### src/hw/rtl/tgl_pkg.sv
// ----------------------------------------------------------------------------
// tgl_pkg
// Types and constants shared by the text glyph layout block.
// ----------------------------------------------------------------------------
package tgl_pkg;

	localparam int unsigned CFG_INDEX_W = 1;
	localparam int unsigned CFG_DATA_W  = 24;

	localparam logic [CFG_INDEX_W-1:0] REG_LARGE_FONT = 1'd0;
	localparam logic [CFG_INDEX_W-1:0] REG_TEXT_COLOR = 1'd1;

	localparam logic        LARGE_FONT_RESET = 1'b1;
	localparam logic [23:0] TEXT_COLOR_RESET = 24'hC0C0C0;

	localparam logic OP_START = 1'b0;
	localparam logic OP_TEXT  = 1'b1;

	localparam logic [7:0] HZ_BASE = 8'd161;
	localparam logic [6:0] HZ_ROW  = 7'd94;
	localparam logic [9:0] ROW_MAX = 10'd1023;

	typedef enum logic [1:0] {
		KIND_ASCII_SMALL = 2'd0,
		KIND_ASCII_LARGE = 2'd1,
		KIND_HANZI_SMALL = 2'd2,
		KIND_HANZI_LARGE = 2'd3
	} glyph_kind_t;

	typedef struct packed {
		logic       op;
		logic [8:0] start_x;
		logic [9:0] start_y;
		logic [7:0] code_byte;
	} text_word_t;

	typedef struct packed {
		glyph_kind_t glyph_kind;
		logic [20:0] glyph_offset;
		logic [8:0]  pos_x;
		logic [9:0]  pos_y;
		logic [23:0] draw_color;
		logic        bad_trail;
	} glyph_word_t;

	typedef struct packed {
		logic       load;
		logic       place;
		logic [8:0] start_x;
		logic [9:0] start_y;
		logic [5:0] width;
		logic [5:0] height;
	} cursor_cmd_t;

endpackage

### src/hw/rtl/tgl_text_if.sv
// ----------------------------------------------------------------------------
// tgl_text_if
// Valid/ready channel that carries one text word.
// ----------------------------------------------------------------------------
interface tgl_text_if;
	logic               valid;
	logic               ready;
	tgl_pkg::text_word_t data;

	modport source (output valid, output data, input ready);
	modport sink   (input valid, input data, output ready);
endinterface

### src/hw/rtl/tgl_glyph_if.sv
// ----------------------------------------------------------------------------
// tgl_glyph_if
// Valid/ready channel that carries one glyph draw word.
// ----------------------------------------------------------------------------
interface tgl_glyph_if;
	logic                valid;
	logic                ready;
	tgl_pkg::glyph_word_t data;

	modport source (output valid, output data, input ready);
	modport sink   (input valid, input data, output ready);
endinterface

### src/hw/rtl/tgl_decode.sv
// ----------------------------------------------------------------------------
// tgl_decode
// Byte decoder: holds the hanzi lead byte, picks the glyph kind and size and
// computes the bitmap offset in the font store.
// ----------------------------------------------------------------------------
module tgl_decode (
	input  logic                 clk,
	input  logic                 arst_n,
	input  logic                 fire,
	input  tgl_pkg::text_word_t  word,
	input  logic                 large_font,
	output logic                 emit,
	output tgl_pkg::glyph_kind_t glyph_kind,
	output logic [20:0]          glyph_offset,
	output logic                 bad_trail,
	output tgl_pkg::cursor_cmd_t cmd
);
	import tgl_pkg::*;

	logic        lead_pending_q;
	logic [7:0]  lead_code_q;
	logic        is_start;
	logic        is_lead;
	logic        is_hanzi;
	logic        trail_ok;
	logic [6:0]  lead_idx;
	logic [6:0]  trail_idx;
	logic [13:0] hz_index;
	logic [13:0] lead_row;

	assign is_start  = (word.op == OP_START);
	assign is_hanzi  = !is_start && lead_pending_q;
	assign is_lead   = !is_start && !lead_pending_q && (word.code_byte >= HZ_BASE);
	assign trail_ok  = (word.code_byte >= HZ_BASE);
	assign lead_idx  = 7'(lead_code_q - HZ_BASE);
	assign trail_idx = 7'(word.code_byte - HZ_BASE);
	assign lead_row  = {7'd0, lead_idx} * {7'd0, HZ_ROW};
	assign hz_index  = lead_row + {7'd0, trail_idx};

	always_ff @(posedge clk or negedge arst_n) begin
		if (!arst_n) begin
			lead_pending_q <= 1'b0;
			lead_code_q    <= 8'd0;
		end else if (fire) begin
			if (is_start || is_hanzi) begin
				lead_pending_q <= 1'b0;
			end else if (is_lead) begin
				lead_pending_q <= 1'b1;
				lead_code_q    <= word.code_byte;
			end
		end
	end

	always_comb begin
		emit         = !is_start && !is_lead;
		bad_trail    = 1'b0;
		glyph_offset = 21'd0;
		cmd.load     = is_start;
		cmd.place    = !is_start && !is_lead;
		cmd.start_x  = word.start_x;
		cmd.start_y  = word.start_y;
		if (is_hanzi) begin
			bad_trail    = !trail_ok;
			glyph_kind   = large_font ? KIND_HANZI_LARGE : KIND_HANZI_SMALL;
			cmd.width    = large_font ? 6'd32 : 6'd16;
			cmd.height   = large_font ? 6'd32 : 6'd16;
			if (trail_ok) begin
				glyph_offset = large_font ? {hz_index, 7'd0} : {2'd0, hz_index, 5'd0};
			end
		end else begin
			glyph_kind   = large_font ? KIND_ASCII_LARGE : KIND_ASCII_SMALL;
			cmd.width    = large_font ? 6'd16 : 6'd8;
			cmd.height   = large_font ? 6'd32 : 6'd16;
			glyph_offset = large_font ? {7'd0, word.code_byte, 6'd0}
				: {9'd0, word.code_byte, 4'd0};
		end
	end

endmodule

### src/hw/rtl/tgl_cursor.sv
// ----------------------------------------------------------------------------
// tgl_cursor
// Cursor state: line wrap at the screen width, row advance with saturation,
// and column advance by the glyph width.
// ----------------------------------------------------------------------------
module tgl_cursor #(
	parameter int unsigned SCREEN_WIDTH = 480
) (
	input  logic                 clk,
	input  logic                 arst_n,
	input  logic                 fire,
	input  tgl_pkg::cursor_cmd_t cmd,
	output logic [8:0]           pos_x,
	output logic [9:0]           pos_y
);
	import tgl_pkg::*;

	localparam logic [9:0] SCREEN_W = 10'(SCREEN_WIDTH);

	logic [8:0]  col_q;
	logic [9:0]  row_q;
	logic        wrap;
	logic [10:0] row_sum;
	logic [9:0]  row_wrapped;

	assign wrap        = ({1'b0, col_q} >= (SCREEN_W - {4'd0, cmd.width}));
	assign row_sum     = {1'b0, row_q} + {5'd0, cmd.height};
	assign row_wrapped = (row_sum > {1'b0, ROW_MAX}) ? ROW_MAX : row_sum[9:0];
	assign pos_x       = wrap ? 9'd0 : col_q;
	assign pos_y       = wrap ? row_wrapped : row_q;

	always_ff @(posedge clk or negedge arst_n) begin
		if (!arst_n) begin
			col_q <= 9'd0;
			row_q <= 10'd0;
		end else if (fire) begin
			if (cmd.load) begin
				col_q <= cmd.start_x;
				row_q <= cmd.start_y;
			end else if (cmd.place) begin
				col_q <= pos_x + {3'd0, cmd.width};
				row_q <= pos_y;
			end
		end
	end

endmodule

### src/hw/rtl/text_glyph_layout.sv
// ----------------------------------------------------------------------------
// text_glyph_layout
// Text layout engine for a character overlay.
//
// Text words enter on text_in. A word with op set to start loads the cursor
// and drops any held lead byte. A text byte above 160 is held as a hanzi
// lead; the next byte completes the pair. Every other byte, and every
// trail, yields one draw word on glyph_out with the glyph kind, the bitmap
// offset in its font store, the top-left position and the text color.
// The glyph set size and the color come from the write port (cfg_we,
// cfg_index, cfg_data); write them only while the block is idle.
// A word is registered at the input and its draw word is then registered
// at the output, where glyph_out.valid rises with it.
// One word is accepted every cycle while glyph_out does not stall; the cursor
// update for a word finishes in the cycle it leaves the input register.
// When glyph_out stalls, the input register holds one more word and then
// text_in.ready drops. Reset clears the cursor and lead byte, selects the
// large glyph set and sets the color to 0xC0C0C0.
// ----------------------------------------------------------------------------
module text_glyph_layout #(
	parameter int unsigned SCREEN_WIDTH = 480
) (
	input  logic                                clk,
	input  logic                                arst_n,
	input  logic                                cfg_we,
	input  logic [tgl_pkg::CFG_INDEX_W-1:0]     cfg_index,
	input  logic [tgl_pkg::CFG_DATA_W-1:0]      cfg_data,
	tgl_text_if.sink                            text_in,
	tgl_glyph_if.source                         glyph_out
);
	import tgl_pkg::*;

	logic        large_font_q;
	logic [23:0] text_color_q;
	logic        valid_s1;
	text_word_t  word_s1;
	logic        valid_s2;
	glyph_word_t word_s2;
	logic        advance;
	logic        emit;
	glyph_kind_t kind;
	logic [20:0] offset;
	logic        bad;
	cursor_cmd_t cmd;
	logic [8:0]  pos_x;
	logic [9:0]  pos_y;

	assign advance       = valid_s1 && (!valid_s2 || glyph_out.ready);
	assign text_in.ready = !valid_s1 || advance;
	assign glyph_out.valid = valid_s2;
	assign glyph_out.data  = word_s2;

	always_ff @(posedge clk or negedge arst_n) begin
		if (!arst_n) begin
			large_font_q <= LARGE_FONT_RESET;
			text_color_q <= TEXT_COLOR_RESET;
		end else if (cfg_we) begin
			case (cfg_index)
				REG_LARGE_FONT: large_font_q <= cfg_data[0];
				REG_TEXT_COLOR: text_color_q <= cfg_data[23:0];
				default: ;
			endcase
		end
	end

	always_ff @(posedge clk or negedge arst_n) begin
		if (!arst_n) begin
			valid_s1 <= 1'b0;
		end else if (text_in.ready) begin
			valid_s1 <= text_in.valid;
		end
	end

	always_ff @(posedge clk) begin
		if (text_in.ready && text_in.valid) begin
			word_s1 <= text_in.data;
		end
	end

	always_ff @(posedge clk or negedge arst_n) begin
		if (!arst_n) begin
			valid_s2 <= 1'b0;
		end else if (advance) begin
			valid_s2 <= emit;
		end else if (glyph_out.ready) begin
			valid_s2 <= 1'b0;
		end
	end

	always_ff @(posedge clk) begin
		if (advance && emit) begin
			word_s2.glyph_kind   <= kind;
			word_s2.glyph_offset <= offset;
			word_s2.pos_x        <= pos_x;
			word_s2.pos_y        <= pos_y;
			word_s2.draw_color   <= text_color_q;
			word_s2.bad_trail    <= bad;
		end
	end

	tgl_decode u_decode (
		.clk          (clk),
		.arst_n       (arst_n),
		.fire         (advance),
		.word         (word_s1),
		.large_font   (large_font_q),
		.emit         (emit),
		.glyph_kind   (kind),
		.glyph_offset (offset),
		.bad_trail    (bad),
		.cmd          (cmd)
	);

	tgl_cursor #(
		.SCREEN_WIDTH (SCREEN_WIDTH)
	) u_cursor (
		.clk    (clk),
		.arst_n (arst_n),
		.fire   (advance),
		.cmd    (cmd),
		.pos_x  (pos_x),
		.pos_y  (pos_y)
	);

endmodule
### src/flat_wrapper.sv
// flat-port wrapper written by rule: the top's interface ports become plain ports
module text_glyph_layout_flat import tgl_pkg::*;
#(
	parameter int unsigned SCREEN_WIDTH = 480
)
  (clk, arst_n, cfg_we, cfg_index, cfg_data, text_in_valid, text_in_data, text_in_ready, glyph_out_valid, glyph_out_data, glyph_out_ready);
  tgl_text_if text_in_i ();
  tgl_glyph_if glyph_out_i ();
  input  logic clk;
  input  logic arst_n;
  input  logic cfg_we;
  input  logic [tgl_pkg::CFG_INDEX_W-1:0] cfg_index;
  input  logic [tgl_pkg::CFG_DATA_W-1:0] cfg_data;
  input wire logic [$bits(text_in_i.valid)-1:0] text_in_valid;
  input wire logic [$bits(text_in_i.data)-1:0] text_in_data;
  output wire logic [$bits(text_in_i.ready)-1:0] text_in_ready;
  output wire logic [$bits(glyph_out_i.valid)-1:0] glyph_out_valid;
  output wire logic [$bits(glyph_out_i.data)-1:0] glyph_out_data;
  input wire logic [$bits(glyph_out_i.ready)-1:0] glyph_out_ready;
  assign text_in_i.valid = text_in_valid;
  assign text_in_i.data = text_in_data;
  assign text_in_ready = text_in_i.ready;
  assign glyph_out_valid = glyph_out_i.valid;
  assign glyph_out_data = glyph_out_i.data;
  assign glyph_out_i.ready = glyph_out_ready;
  text_glyph_layout #(.SCREEN_WIDTH(SCREEN_WIDTH)) u_core (.clk(clk), .arst_n(arst_n), .cfg_we(cfg_we), .cfg_index(cfg_index), .cfg_data(cfg_data), .text_in(text_in_i), .glyph_out(glyph_out_i));
endmodule
### config.mk
export PLATFORM = sky130hd
export DESIGN_NAME = text_glyph_layout_flat
export DESIGN_NICKNAME = d
export VERILOG_FILES = /design/src/hw/rtl/tgl_pkg.sv /design/src/hw/rtl/tgl_text_if.sv /design/src/hw/rtl/tgl_glyph_if.sv /design/src/hw/rtl/tgl_decode.sv /design/src/hw/rtl/tgl_cursor.sv /design/src/hw/rtl/text_glyph_layout.sv /design/src/flat_wrapper.sv
export SDC_FILE = /design/constraint.sdc
export NUM_CORES = 1
export LEC_CHECK = 0
export ABC_AREA = 1
export BUFFER_PORTS_ARGS = -buffer_cell sky130_fd_sc_hd__buf_2
export CAP_MARGIN = 20
export CORE_MARGIN = 2
export CORE_UTILIZATION = 45
export DETAILED_ROUTE_END_ITERATION = 16
export PLACE_DENSITY = 0.75
export REMOVE_ABC_BUFFERS = 1
export SYNTH_ARGS = -nofsm -noshare
export SYNTH_HDL_FRONTEND = slang
export SYNTH_SLANG_ARGS = --single-unit
### constraint.sdc
create_clock -name clk -period 5.2 [get_ports clk]
set_input_delay 0.78 -clock clk [delete_from_list [all_inputs] [get_ports clk]]
set_output_delay 0.78 -clock clk [all_outputs]
set_load 0.02 [all_outputs]
---- After elaboration in Yosys (flattened, before gate mapping) ----
Cells that the tools add are included.
word-level totals
  register bits after elaboration ......... 149
  latch bits .............................. 0
  bits in writable memories ............... 0
  bits in read-only memories .............. 0
  input bits .............................. 58
  output and inout bits ................... 69
  word-level logic and storage cells ...... 75
  memories kept ........................... 0
cells by class
  add/subtract/negate cells ............... 6
  $mul .................................... 1
  div/mod/pow operators ................... 0
  magnitude comparators ................... 3
  equality and inequality tests ........... 1
  shifts and indexed selects .............. 0
  multiplexer cells ....................... 21
  bitwise operators ....................... 3
  reductions and logical operators ........ 22
operators by type and width
  cell                                                                               number
  21-bit two-way mux                                                                 3
  10-bit two-way mux                                                                 4
  9-bit two-way mux                                                                  3
  14-bit by 7-bit adder with 14-bit output                                           1
  14-bit two-way mux                                                                 1
  7-bit by 6-bit subtractor with 7-bit output, second input constant                 2
  7-bit by 6-bit multiplier with 13-bit output, second input constant                1
  12-bit two-way mux                                                                 1
  10-bit by 6-bit adder with 11-bit output                                           1
  11-bit by 10-bit greater-than comparator with 1-bit output, second input constant  1
  9-bit by 10-bit >= comparator with 1-bit output                                    1
  9-bit by 6-bit subtractor with 10-bit output, first input constant                 1
  9-bit by 6-bit adder with 9-bit output                                             1
  8-bit >= comparator, second input constant                                         1
  2-bit AND reduction                                                                4
  1-bit logical AND                                                                  7
  1-bit two-way mux                                                                  6
  6-bit two-way mux                                                                  1
  1-bit logical NOT                                                                  5
  5-bit two-way mux                                                                  1
  2-bit nonzero test                                                                 2
  1-bit logical OR                                                                   3
  1-bit NOT                                                                          3
  3-bit AND reduction                                                                1
  2 further kinds                                                                    2

---- Longest topological paths before layout ----
  depth in word-level cells ............... 8
  depth in mapped cells ................... 25

---- Modules after synthesis ----
Synthesis repeated with hierarchy kept, for this count alone.
second synthesis, totals
  cells, all modules ...................... 949
  area total of the unflattened synthesis .. 8,789.7 um^2
by module, submodules not included
  module             instances  cells each  area each (um^2)  sequential area each (um^2)
  text_glyph_layout  1          221         4,018.9           3,537.1
  tgl_decode         1          412         2,708.8           200.2
  tgl_cursor         1          316         2,062.0           475.5

---- Worst setup path before layout ----
No wires, ideal clock.
  kind .................................... register to register
  start point ............................. register u_core.word_s1[0] (netlist name)
  end point ............................... register u_core.word_s2, in the netlist u_core.glyph_out.data[0], enable pin
  setup time .............................. 0.485 ns
  arrival time ............................ 4.134 ns
  data required time ...................... 4.715 ns
  slack ................................... 0.581 ns
  cell stages (with the launch flop) ...... 12
  path buffers ............................ 1
  cells stage by stage .................... edfxtp_1 > inv_1 > ha_1 > nand2_2 > nor2_1 > nand2_2 > nand2_2 > a31oi_4 > nand2_4 > nand2_8 > buf_6 > nor2_1
between the ends
  word-level cells in the longest chain between the ends .. 5
ends and longest elaborated chain
  what                      line                     RTL
  start: declaration        text_glyph_layout.sv:36  text_word_t word_s1;
  start signal: assignment  text_glyph_layout.sv:76  word_s1 <= text_in.data;
  8-bit >= comparator       tgl_decode.sv:33         assign is_lead = !is_start && !lead_pending_q && (word.code_byte >= HZ_BASE);
  1-bit logical AND         tgl_decode.sv:33
  1-bit logical NOT         tgl_decode.sv:55         emit = !is_start && !is_lead;
  1-bit logical AND         tgl_decode.sv:55
  1-bit logical AND         text_glyph_layout.sv:91  if (advance && emit) begin
  end: declaration          text_glyph_layout.sv:38  glyph_word_t word_s2;
Every way passes these cells.
A chain may end at the register's enable or synchronous reset.

---- Worst setup path in the final report ----
  start point ............................. register u_core.u_decode.lead_code_q[2]
  end point ............................... register u_core.word_s2, in the netlist u_core.glyph_out.data[62] (data pin)
between the ends
  word-level cells in the longest chain between the ends .. 6
ends and longest elaborated chain
  what                                          line              RTL
  start: declaration                            tgl_decode.sv:21  logic [7:0] lead_code_q;
  start signal: assignment                      tgl_decode.sv:49  lead_code_q <= word.code_byte;
  7-bit by 6-bit subtractor with 7-bit output   tgl_decode.sv:35  assign lead_idx = 7'(lead_code_q - HZ_BASE);
  7-bit by 6-bit multiplier with 13-bit output  tgl_decode.sv:37  assign lead_row = {7'd0, lead_idx} * {7'd0, HZ_ROW};
  14-bit by 7-bit adder with 14-bit output      tgl_decode.sv:38  assign hz_index = lead_row + {7'd0, trail_idx};
  21-bit two-way mux                            tgl_decode.sv:68  glyph_offset = large_font ? {hz_index, 7'd0} : {2'd0, hz_index, 5'd0};
  21-bit two-way mux                            tgl_decode.sv:67  if (trail_ok) begin
  21-bit two-way mux                            tgl_decode.sv:62  if (is_hanzi) begin
Every way passes these cells.

==> flow_summary.ini <==
[global_route]
grt_max_degree = 55
grt_overflow = 0
grt_use_total = 0.179
grt_pass1_wl_um = 25300
antenna_found_initial = 1
grt_pass1_vias = 5243

[synthesis]
netlist_area_mm2 = 0.00781
ys_top_cells_by_area = edfxtp_1, dfrtp_1, ha_1, nand2_1, inv_1
syn_area_per_cell_um2 = 10.7
synth_cells = 730
yosys.area.top_type = edfxtp_1
synth_top_area_share = 0.350
synth_seq_area_share = 0.524
synthDistinctLibCells = 51
ys_seq_elements = 145
yosysWarnings = 0

[sta]
tightestPinTransition_ns = 0.921
hold_viol = 0
holdWs_ns = 0.438
max_freq_mhz = 208
rsz0062_at_grt = false
period_needed_ns = 4.80
finalMaxSlewViolations = 0
fin_setup_tns_ns = 0
fin_crit_sh = 0.922
timing.slew.headroom = 0.385
setup_viol = 0
fin_skew_ns = 0.00646

[clock_network]
cts_tree = done
path_clk_slew_ns = 0.06
cts_made_buffers = 17
htreeDepth = 4
clkSinkCount = 145
clockRootBuffer = clkbuf_16
cts_buffer_depth = 2
insertion_delay_ns = 0.42
post_cts_buffers = 0

[floorplan]
initial_core_util = 0.457
dieWidth_um = 136
row_count = 48
io_pins = 127
die_y_um = 136
coreArea_mm2 = 0.0171
die-area_mm2 = 0.0184

[setup_path]
critPathMaxFanout = 5
path_class = reg -> reg
ff2ff_setup_slack_ns = 0.40
cpLargestDelayFamily = adder cells
cp.arrival_ns = 4.97
cp-start-kind = flip-flop
reg2reg_depth = 24
r2r-end = u_core.glyph_out.data[62]
r2r_start = u_core.u_decode.lead_code_q[2]
required_ns = 5.37
path_buf_inv = 4
worst_path_max_delay_cell = fa_1
cp_common_cell = nand2_1
path_cells = nor2_1 > nand2_1 > xor2_1 > inv_1 > fa_1 > inv_1 > ha_1 > inv_1 > fa_1 > inv_1 > ha_1 > xor2_1 > ha_1 > nand2_1 > nor2_1 > nand2_1 > nand3_1 > nand2_1 > nor2_1 > nand2_1 > nor2_2 > nand3_1 > nand3_1 > nand2_1
critical_path_depth = 24
end_kind = flip-flop
critPathMaxStageDelay_ns = 0.53

[finish]
layout_commonest_cell = nand2_1
drive_above_1_share = 0.288
mostFrequentLayoutCells = nand2_1, buf_2, inv_1
fillers = 1478
stdcell_count = 1103
area_growth_pct = 19.1
fin_nets = 983
num_antenna_cells = 0

[detailed_routing]
wl_per_cell_um = 14.1
drc = 0
drtIter0Drc = 310
ant_nets = 0
drtPass1Iterations = 5
vias = 5397
vias_per_cell = 4.89
routed_wirelength_um = 15600

[placed_design]
place.gp.congestion = 0.829
dp.cells = 1069
port_buffers = 122
dp_hpwl_um = 11100

[worst_hold_path]
hp-class = reg -> reg
hold_path_depth = 0
min-delay-start = u_core.text_color_q[17]
min_to = u_core.glyph_out.data[18]

[outcome]
status = completed

[job]
drv_cap = 0
-- cell usage after synthesis (all sizes together) --
cell,instances
nand3b,1
o21bai,1
o21ai,44
mux2,23
nor3,3
nand4,5
fa,16
buf,11
inv,109
o31ai,3
clkbuf,6
clkinv,2
xor2,16
dfrtp,47
ha,44
nand3,36
nor2,70
a31oi,4
o22ai,5
o32ai,1
dfstp,7
edfxtp,91
o211ai,5
conb,1
nand2,140
a21oi,32
xnor2,7
-- sequential cells by signal, indices dropped and copies added, names as in the netlist --
| signal | flops |
|---|---|
| u_core.u_decode.lead_pending_q | 1 |
| u_core.word_s1 | 28 |
| u_core.valid_s1 | 1 |
| u_core.glyph_out.valid | 1 |
| u_core.large_font_q | 1 |
| u_core.u_cursor.row_q | 10 |
| u_core.text_color_q | 24 |
| u_core.glyph_out.data | 63 |
| u_core.u_decode.lead_code_q | 7 |
| u_core.u_cursor.col_q | 9 |
-- worst max-delay path by stage --
stage / end / slack (ns) / start
final: u_core.glyph_out.data[62] / 0.40 / u_core.u_decode.lead_code_q[2]
after global routing: u_core.glyph_out.data[60] / 0.03 / u_core.u_decode.lead_code_q[0]
after global placement: u_core.glyph_out.data[62] / 0.43 / u_core.u_decode.lead_code_q[0]
after floorplan: u_core.glyph_out.data[0] / 0.57 / u_core.word_s1[27]
after detailed placement: u_core.glyph_out.data[60] / 0.32 / u_core.u_decode.lead_code_q[0]
after CTS: u_core.glyph_out.data[60] / 0.31 / u_core.u_decode.lead_code_q[0]
-- kinds of logic (layout without fill, tap and decap cells) --
logic type,Yosys count,after routing,share of synthesized area
xor gates and xnor gates,23,23,0.0277
AOI/OAI and AO/OA,95,95,0.0804
muxes,23,23,0.0331
DFF,145,145,0.524
buffers and inverters,128,272,0.0719
adders and majority gates,60,60,0.111
and+or+nand+nor,255,255,0.151
other,1,5,0.000480
-- repair_timing --
item                                    CTS  global route
endpoints found under the setup margin    0             6
resized for setup                         0             4
hold buffers                              0             0
-- per-stage QoR --
| stage | area [um2] | util | setup WS, ns |
|---|---|---|---|
| after detailed placement | 8640 | 0.505 | 0.321 |
| after global routing | 9300 | 0.544 | 0.0252 |
| after floorplan | 7690 | - | 0.567 |
| after CTS | 9240 | 0.540 | 0.313 |
| final | 9300 | 0.544 | 0.403 |
| after global placement | 8640 | 0.505 | 0.434 |
-- per-layer routing --
layer	routed length, um	vias up	track usage	share of wire
li1	-	2693	-	-
met1	6850	2524	0.228	0.44
met2	7550	163	0.299	0.48
met3	967	17	0.0494	0.062
met4	220	0	0.0503	0.014
met5	0	-	0	0
-- layout make-up --
type | instances | area, um2 | area share
flip-flops and latches | 145 | 4090 | 0.440
clock inverters | 10 | 134 | 0.0144
well taps | 225 | 282 | 0.0303
clock buffers | 22 | 464 | 0.0499
repair buffers | 129 | 716 | 0.0769
inverters | 111 | 427 | 0.0459
multi-input cells | 461 | 3190 | 0.343
Power is left out: the tool's default activity adds up to more than one toggle a clock period on the data nets, which glitch-free logic cannot reach.
